`src/rtl/bhs_pkg.sv`:
```
// Shared types and constants for the byte histogram similarity block.
`timescale 1ns / 1ps
package bhs_pkg;

	localparam int COUNT_WIDTH_DEF   = 16;
	localparam int ALPHABET_SIZE_DEF = 256;
	localparam int BYTE_W            = 8;
	localparam int LEN_W             = 16;
	localparam int ENTRY_W           = 17;
	localparam int SUM_W             = 17;
	localparam int ALU_W             = 20;
	localparam int NUM_W             = 2 * SUM_W;
	localparam int DIV_CNT_W         = 6;

	typedef enum logic [1:0] {
		OP_FIRST  = 2'd0,
		OP_SECOND = 2'd1,
		OP_FINISH = 2'd2
	} op_t;

	typedef enum logic {
		ALU_ADD = 1'b0,
		ALU_SUB = 1'b1
	} alu_op_t;

	typedef struct packed {
		logic [ALU_W-1:0] a;
		logic [ALU_W-1:0] b;
		alu_op_t          op;
	} alu_req_t;

	typedef enum logic [2:0] {
		S_IDLE,
		S_UPD,
		S_SUM,
		S_SUMT,
		S_SAME,
		S_DIV,
		S_DONE
	} state_t;

endpackage

```
`src/rtl/bhs_alu.sv`:
```
// Shared add/subtract unit used by the update, sum, compare and divide steps of the sequencer.
`timescale 1ns / 1ps
module bhs_alu (
	input  bhs_pkg::alu_req_t           req,
	output logic [bhs_pkg::ALU_W-1:0]   res
);
	import bhs_pkg::*;

	always_comb begin
		case (req.op)
			ALU_ADD: res = req.a + req.b;
			ALU_SUB: res = req.a - req.b;
			default: res = req.a;
		endcase
	end

endmodule

```
`config.mk`:
```
export PLATFORM = sky130hd
export DESIGN_NAME = bhs_alu
export DESIGN_NICKNAME = d
export VERILOG_FILES = /design/src/rtl/bhs_pkg.sv /design/src/rtl/bhs_alu.sv
export SDC_FILE = /design/constraint.sdc
export NUM_CORES = 1
export LEC_CHECK = 0
export BUFFER_PORTS_ARGS = -buffer_cell sky130_fd_sc_hd__buf_4
export CORE_ASPECT_RATIO = 0.75
export CORE_MARGIN = 5
export CORE_UTILIZATION = 30
export DETAILED_ROUTE_END_ITERATION = 7
export GPL_ROUTABILITY_DRIVEN = 0
export GPL_TIMING_DRIVEN = 1
export PLACE_DENSITY = 0.65
export SLEW_MARGIN = 20
export SYNTH_ARGS = -nofsm -noshare
export SYNTH_HDL_FRONTEND = slang
export SYNTH_SLANG_ARGS = --single-unit
```
`constraint.sdc`:
```
create_clock -name vclk -period 3.6
set_input_delay 0.36 -clock vclk [all_inputs]
set_output_delay 0.36 -clock vclk [all_outputs]
set_load 0.005 [all_outputs]
```
==> reports/metrics.csv <==
stage,metric,value,unit
logic_synthesis,Mapped Cells,183,
critical_path,critical path's largest stage delay,340,ps
grt,first-pass GRT wire length,6400,um
die,die area,0.00608,mm^2
grt,total track usage,0.128,
timing,worst slew pin tran,586,ps
logic_synthesis,yosys warns,0,
die,io pins,61,
critical_path,startpoint class of the critical path,primary input,
flow_run,max cap viols,0,
timing,Relative slew margins,0.606,
worst_hold_path,Hold WC Path Type,in -> out,
layout,filler cell count,465,
placement,Inst Count DP,302,
critical_path,WP data required,3240,ps
die,Die Wd,88.4,um
timing,Max Freq,298,MHz
die,height of the chip,68.8,um
timing,"Slew Viols, Final",0,
grt,GRT met3 Usage,0.0119,
layout,seq_cells,0,
status,outcome,completed,
clocking,Post-CTS Hold Buffers,0,
critical_path,critical path capture point,res[19],
die,Initial Utilization,0.310,
timing,min setup slack post-route,243,ps
grt,antenna violations before repair,0,
route,number of vias per cell,4.94,
critical_path,critical-path cell list,"buf_4, inv_1, ha_1, nor3b_2, and2_1, and4b_1, a21oi_1, xnor2_1, ha_1, a21o_1, a21oi_1, and2b_2, a311oi_2, xnor2_1, buf_4",
layout,layout cells sized above 1,0.335,
grt,largest net degree at the start of global routing,20,
logic_synthesis,sequential area share after synthesis,0,
critical_path,CP Capture Type,output pin,
critical_path,crit path max fanout,5,
route,Vias,1491,
timing,fin crit share,0.932,
power_and_ir_drop,Power per Cell Area,258,mW/mm^2
power_and_ir_drop,Pleak,0.907,nW
critical_path,CP Launch Point,req[1],
route,"antenna viol nets, final",0,
timing,RSZ-0062 raised after global routing,false,
layout,post-route cell area,0.00193,mm^2
grt,number of global-route vias before repair,1429,
route,WL per Instance,13.2,um
route,Routed WL,3990,um
layout,ant diodes,0,
critical_path,Crit-path slowest cell,ha_1,
placement,Post-Place Setup Slack,182,ps
die,# rows,21,
placement,Buffers on Ports,61,
timing,# setup viols final,0,
layout,Final Instance Count excl. Fillers,302,
timing,"Hold Vio Cnt, Final",0,
layout,area grow syn2layout,39.9,%
logic_synthesis,synth cell count leaders,"xnor2_1, a21oi_1, ha_1",
grt,gr ovfl total,0,
logic_synthesis,"Distinct cells, synth",49,
logic_synthesis,Area contributors post-synth,"xnor2_1, ha_1, a21oi_1",
clocking,Post-CTS Resized,0,
grt,gr busiest metal,met1,
logic_synthesis,Post-Syn Area,0.00138,mm^2
die,core area,0.00447,mm^2
placement,HPWL Detailed,3540,um
grt,GRT met2 Usage,0.188,
route,drt drc,0,
logic_synthesis,syn_area_per_cell,7.56,um^2
timing,crit path time final,3360,ps
layout,clk_buf instances,0,
timing,Setup TNS,0,ps
power_and_ir_drop,Worst IR Drop VDD,0.0000896,V
clocking,Setup Buffers After CTS,0,
logic_synthesis,largest area contributor in the netlist,xnor2_1,
logic_synthesis,share of the synthesized area in the top cell type,0.190,
route,DR pass1 iterations,4,
critical_path,Critical Path AT,3000,ps
grt,met1 Track Usage GR,0.207,
layout,Reg area,0,um^2
placement,DP Area,0.00193,mm^2
logic_synthesis,syn nets,245,
critical_path,WS Path Type,in -> out,
layout,# nets final,309,
route,initial DRC count,45,
logic_synthesis,dominant cell by count in the synthesized netlist,xnor2_1,
[worst min-delay path by stage]
| stage | cells past startpoint | slack (ps) | endpoint | start |
|---|---|---|---|---|
| 3_3_place_gp | 3 | 1080 | res[1] | req[22] |
| 5_1_grt | 3 | 1100 | res[1] | req[22] |
| 4_1_cts | 3 | 1090 | res[1] | req[22] |
| 3_5_place_dp | 3 | 1090 | res[1] | req[22] |
| 2_1_floorplan | 2 | 860 | res[0] | req[1] |
| 6_report | 3 | 1080 | res[1] | req[22] |
[layer usage]
metal  routed length, um  vias up  part of all wire
met3                 265        2             0.066
met5                   0        -                 0
met4                  14        0            0.0035
met2                1610       52              0.40
met1                2090      635              0.53
li1                    -      802                 -
[area by class of cell]
type | instances | area (um^2) | share of cell area
inverters | 17 | 63.8 | 0.0330
multi-input cells | 164 | 1320 | 0.682
well taps | 57 | 71.3 | 0.0369
repair buffers | 64 | 480 | 0.248
[through the flow]
| stage | power, mW | hold slack [ps] | util |
|---|---|---|---|
| after global placement | 0.501 | 1080 | 0.431 |
| after detailed placement | 0.500 | 1090 | 0.431 |
| after CTS | 0.502 | 1090 | 0.431 |
| final | 0.499 | 1080 | 0.433 |
| after global routing | 0.552 | 1100 | 0.433 |
| after floorplan | 0.290 | 861 | - |
[logic make-up after synthesis]
| kind of cell | share of synthesized area |
|---|---|
| compound gates | 0.319 |
| simple gates | 0.186 |
| xor+xnor | 0.240 |
| fa+ha+maj | 0.195 |
| buf+inv | 0.0516 |
| mux | 0.00724 |
[where the power goes]
part / total, mW / leakage (nW) / internal (mW) / switching, mW
Sequential: 0 / 0 / 0 / 0
Combinational: 0.499 / 0.907 / 0.267 / 0.232
Clock: 0 / 0 / 0 / 0
[layout by cell type (no fill, tap or decap), types with 2 or more instances in the layout]
cell type	n
xor2_1	6
xnor2_1	30
a21oi_1	22
inv_1	16
nor2_1	17
buf_4	64
a211oi_1	4
ha_1	19
a311oi_2	2
nand3_1	4
a21o_1	8
o21ai_0	2
nor3_1	7
nand2_1	3
o221ai_1	2
a31oi_1	6
[critical path, delay by kind of cell]
kind | cells | cell delay [ps]
and+or+nand+nor | 4 | 860
adders and majority gates | 2 | 490
AOI/OAI and AO/OA | 4 | 690
buffers and inverters | 3 | 310
xor gates and xnor gates | 2 | 280
(Power assumes the default switching activity.)
