## src/rtl/bhs_pkg.sv

```systemverilog
// Shared types and constants for the byte histogram similarity block.
`timescale 1ns / 1ps
package bhs_pkg;

	localparam int COUNT_WIDTH_DEF   = 16;
	localparam int ALPHABET_SIZE_DEF = 256;
	localparam int BYTE_W            = 8;
	localparam int LEN_W             = 16;
	localparam int ENTRY_W           = 17;
	localparam int SUM_W             = 17;
	localparam int ALU_W             = 20;
	localparam int NUM_W             = 2 * SUM_W;
	localparam int DIV_CNT_W         = 6;

	typedef enum logic [1:0] {
		OP_FIRST  = 2'd0,
		OP_SECOND = 2'd1,
		OP_FINISH = 2'd2
	} op_t;

	typedef enum logic {
		ALU_ADD = 1'b0,
		ALU_SUB = 1'b1
	} alu_op_t;

	typedef struct packed {
		logic [ALU_W-1:0] a;
		logic [ALU_W-1:0] b;
		alu_op_t          op;
	} alu_req_t;

	typedef enum logic [2:0] {
		S_IDLE,
		S_UPD,
		S_SUM,
		S_SUMT,
		S_SAME,
		S_DIV,
		S_DONE
	} state_t;

endpackage

```

## src/rtl/bhs_hist_mem.sv

```systemverilog
// Histogram memory with per-entry valid bits and a registered read port.
`timescale 1ns / 1ps
module bhs_hist_mem #(
	parameter int DEPTH = bhs_pkg::ALPHABET_SIZE_DEF,
	parameter int AW    = $clog2(DEPTH)
) (
	input  logic                             clk,
	input  logic                             arst_n,
	input  logic                             rd_en,
	input  logic [AW-1:0]                    rd_addr,
	output logic [bhs_pkg::ENTRY_W-1:0]      rd_data,
	input  logic                             wr_en,
	input  logic [AW-1:0]                    wr_addr,
	input  logic [bhs_pkg::ENTRY_W-1:0]      wr_data,
	input  logic                             clr_all
);
	import bhs_pkg::*;

	logic [ENTRY_W-1:0] mem [DEPTH];
	logic [DEPTH-1:0]   vld_q;

	always_ff @(posedge clk or negedge arst_n) begin
		if (!arst_n) begin
			vld_q <= '0;
		end else if (clr_all) begin
			vld_q <= '0;
		end else if (wr_en) begin
			vld_q[wr_addr] <= 1'b1;
		end
	end

	always_ff @(posedge clk) begin
		if (wr_en) begin
			mem[wr_addr] <= wr_data;
		end
		if (rd_en) begin
			rd_data <= vld_q[rd_addr] ? mem[rd_addr] : '0;
		end
	end

endmodule

```

## config.mk

```make
export PLATFORM = sky130hd
export DESIGN_NAME = bhs_hist_mem
export DESIGN_NICKNAME = d
export VERILOG_FILES = /design/src/rtl/bhs_pkg.sv /design/src/rtl/bhs_hist_mem.sv
export SDC_FILE = /design/constraint.sdc
export NUM_CORES = 2
export LEC_CHECK = 0
export BUFFER_PORTS_ARGS = -buffer_cell sky130_fd_sc_hd__buf_4
export CAP_MARGIN = 20
export CORE_MARGIN = 2
export CORE_UTILIZATION = 63
export DETAILED_ROUTE_END_ITERATION = 8
export GPL_ROUTABILITY_DRIVEN = 0
export PLACE_DENSITY = 0.8
export SYNTH_ARGS = -nofsm -noshare
export SYNTH_HDL_FRONTEND = slang
export SYNTH_MEMORY_MAX_BITS = 65536
export SYNTH_SLANG_ARGS = --single-unit
```

## constraint.sdc

```tcl
create_clock -name clk -period 2.9 [get_ports clk]
set_input_delay 0.145 -clock clk [delete_from_list [all_inputs] [get_ports clk]]
set_output_delay 0.145 -clock clk [all_outputs]
set_load 0.01 [all_outputs]
```

==> impl_results.md <==
* Layout overhead on the synthesized area at 15.8%
* Final worst slack at -0.0579 ns
* DRT Wirelength at 528 mm
* Net Count, Synth at 9,301
* Vias in the first global route at 106k
* Mapped Cells at 9,263
* Initial antenna violation count at 53
* Die H at 539 um
* Top sig layer: met5
* Starting density of the core at 63.2%
* Worst-path maximum fanout at 1
* Gr usage total at 36.2%
* Reg2Reg Depth at 9
* Hold path cells at 2
* Mapped cell area at 180,000 sq um
* Post-route cell area at 208,000 sq um
* CP dominant cell by count: buf_4
* Design Power at 138 mW
* Most frequent cells in the layout: 4,369 x edfxtp_1, 1,071 x buf_4, 1,054 x mux2i_1
* Slew headroom at 24.2%
* Global route total overflow at 0
* Fin Setup TNS at -0.0767 ns
* Min Tclk post-route at 2.96 ns
* Skew-Pair Late Insertion Delay at 1.00 ns
* Seq cells post-synth at 4,625
* Setup-failing EPs final at 3
* Chip Width at 539 um
* Synth top area share at 72.9%
* Syn. warnings at 0
* Outcome: finished, violations left
* Core Rows at 196
* Synth cell types at 61
* DIE AREA at 290,000 sq um
* Clock transition at the registers of the reported paths at 0.06 ns
* Met1 wire length at 168 mm
* FFs w/ async S/R, synth at 5.54%
* Global-route wire length before repair at 752 mm
* Share of layout cells above drive strength 1 at 25.8%
* Least-Margin Pin Slew at 1.14 ns
* Top_reg_cell synth: edfxtp_1
* Slowest CP cell: mux4_2
* Failing checks: negative setup slack
* Slew Viols, Final at 0
* WHS at 0.136 ns
* Hold WC Path Type: input pin to flip-flop
* Hpwl dp at 312 mm
* H-tree levels at 5
* PD cells at 663 nW/um^2
* Detailed Route Iter0 Violations at 18.8k
* Seq/Total Area, Yosys at 76.5%
* Num Clock Sinks at 4,625
* Delay-heaviest family, CP: compound AO/OA/AOI/OAI gates
* Clock skew at 0.0865 ns
* Metal3 WL at 80.3 mm
* Startpoint types: flip-flop
* Nets at 10.5k
* Synth area leader: edfxtp_1
* Fmax at 0.338 GHz
* DR DRC count at 0
* Critical Path RT at 3.63 ns
* Setup CP Type: flip-flop to flip-flop
* Total length of routed met2 wires at 241 mm
* Via density at 7.19
* Avg Cell Area, Syn at 19.4 sq um
* Total CTS buffers at 435
* Clk root buf: clkbuf_16
* Core Util, Final at 73.2%
* Routed len/inst at 36.2 um
* Leak pwr at 70.8 nW
* WP depth at 9
* Pin count of the biggest net entering global routing at 124
* R2R setup slack at -0.06 ns
* CP Capture Type: flip-flop
* Commonest non-fill, non-tap cell in the layout: edfxtp_1
* Top-Level Pins at 55
* Clock tree buffer depth at 4
* Antenna violation net count after detailed routing at 0
* TritonRoute pass-1 iters at 9
* Max-Cap Viols at 0
* Post-synth EDFFs at 4,369
* WP data arrival at 3.68 ns
* Synth area leaders: edfxtp_1 73%, mux4_2 8.1%, mux2i_1 5.9%
* Detailed-route via count at 105k
* Core footprint at 285,000 sq um
* Critical path, cell by cell: mux4_2 > o22ai_1 > a222oi_1 > buf_4 > and3_1 > buf_12 > o41ai_1 > buf_4 > a2111oi_2
* CTS tree: yes
* I/O Buffers at 54
* Critical path's largest stage delay at 0.61 ns
* Hold Fails Final Rpt at 0
* Max VDD drop at 0.554 mV
* Placed Area at 194,000 sq um
* Buffers plus inverters on the worst setup path at 3
* Final Cycle Share at 102%
-- cells in the mapped netlist (8+ instances only) --
cell / count
buf_2: 59
a311oi_1: 17
or4_1: 18
o22ai_1: 286
nor4_1: 12
buf_1: 44
mux2_2: 21
a2111oi_2: 10
and3_1: 36
o21ai_0: 50
a222oi_1: 16
mux2i_1: 1055
o41ai_1: 17
or3_1: 19
clkbuf_1: 308
a211oi_1: 49
nand3_1: 44
mux4_2: 645
o21ba_2: 30
nor2b_1: 15
edfxtp_1: 4369
buf_4: 93
nor3_1: 212
o31ai_1: 19
buf_8: 10
buf_6: 52
buf_12: 15
dfrtp_1: 256
o221ai_1: 398
nand4_1: 12
nand2_1: 66
mux4_1: 8
a21oi_1: 213
nor2_1: 726
a22oi_1: 10
-- power breakdown --
group / internal [mW] / switching [mW] / total, mW
Sequential: 73.2 / 0.0754 / 73.3
Combinational: 3.11 / 5.43 / 8.54
Clock: 31.3 / 25.1 / 56.4
-- cell families after synthesis --
| group | count (synthesis) | synth area share, % |
|---|---|---|
| flip-flops | 4625 | 76.5 |
| buffers and inverters | 586 | 1.87 |
| AND/OR/NAND/NOR | 1179 | 2.84 |
| multiplexers | 1731 | 14.2 |
| AO/OA/AOI/OAI | 1142 | 4.63 |
-- metal layers --
| metal | GRT usage (%) | vias up |
|---|---|---|
| met4 | 21.6 | 16 |
| li1 | - | 40600 |
| met3 | 11.6 | 2030 |
| met2 | 55.0 | 9688 |
| met1 | 46.2 | 52600 |
| met5 | 0.0493 | - |
-- metrics by stage --
step                cells  setup WS, ns
finish              14600       -0.0579
global route        14600       -0.0454
CTS                 14600        0.0115
detailed placement  13700        -0.763
global placement    13700        -0.837
floorplan            9263     0.0000151
-- what timing repair did --
action	in CTS	in global routing
pin swaps	2	10
setup endpoints to repair	5	17
endpoints found under the hold margin	3580	0
gates resized for setup	6	31
hold buffers	35	0
buffers inserted	0	0
-- final cells by class --
cell class	count	area (sq um)
well taps	3762	4710
multi-input cells	4052	39600
fillers	14700	76300
clock inverters	225	2260
clock buffers	584	11800
diodes	31	77.6
repair buffers	1312	12400
flip-flops and latches	4625	138000
inverters	4	22.5
-- final timing paths --
path	start	to
worst max-delay path	mem[239][0]$_DFFE_PP_	rd_data[0]$_SDFFCE_PN0P_
worst min-delay path	wr_data[3]	mem[120][3]$_DFFE_PP_
worst max register to register	mem[239][0]$_DFFE_PP_	rd_data[0]$_SDFFCE_PN0P_
worst min register to register	vld_q[59]$_DFFE_PN0P_	vld_q[59]$_DFFE_PN0P_
max in group asynchronous	arst_n	vld_q[178]$_DFFE_PN0P_
min in group asynchronous	arst_n	vld_q[103]$_DFFE_PN0P_
-- flip-flops by register name (all words and copies together), names as in the netlist --
signal,cells
vld_q,256
rd_data,17
mem,4352
Power figures use the tool's default switching activity.
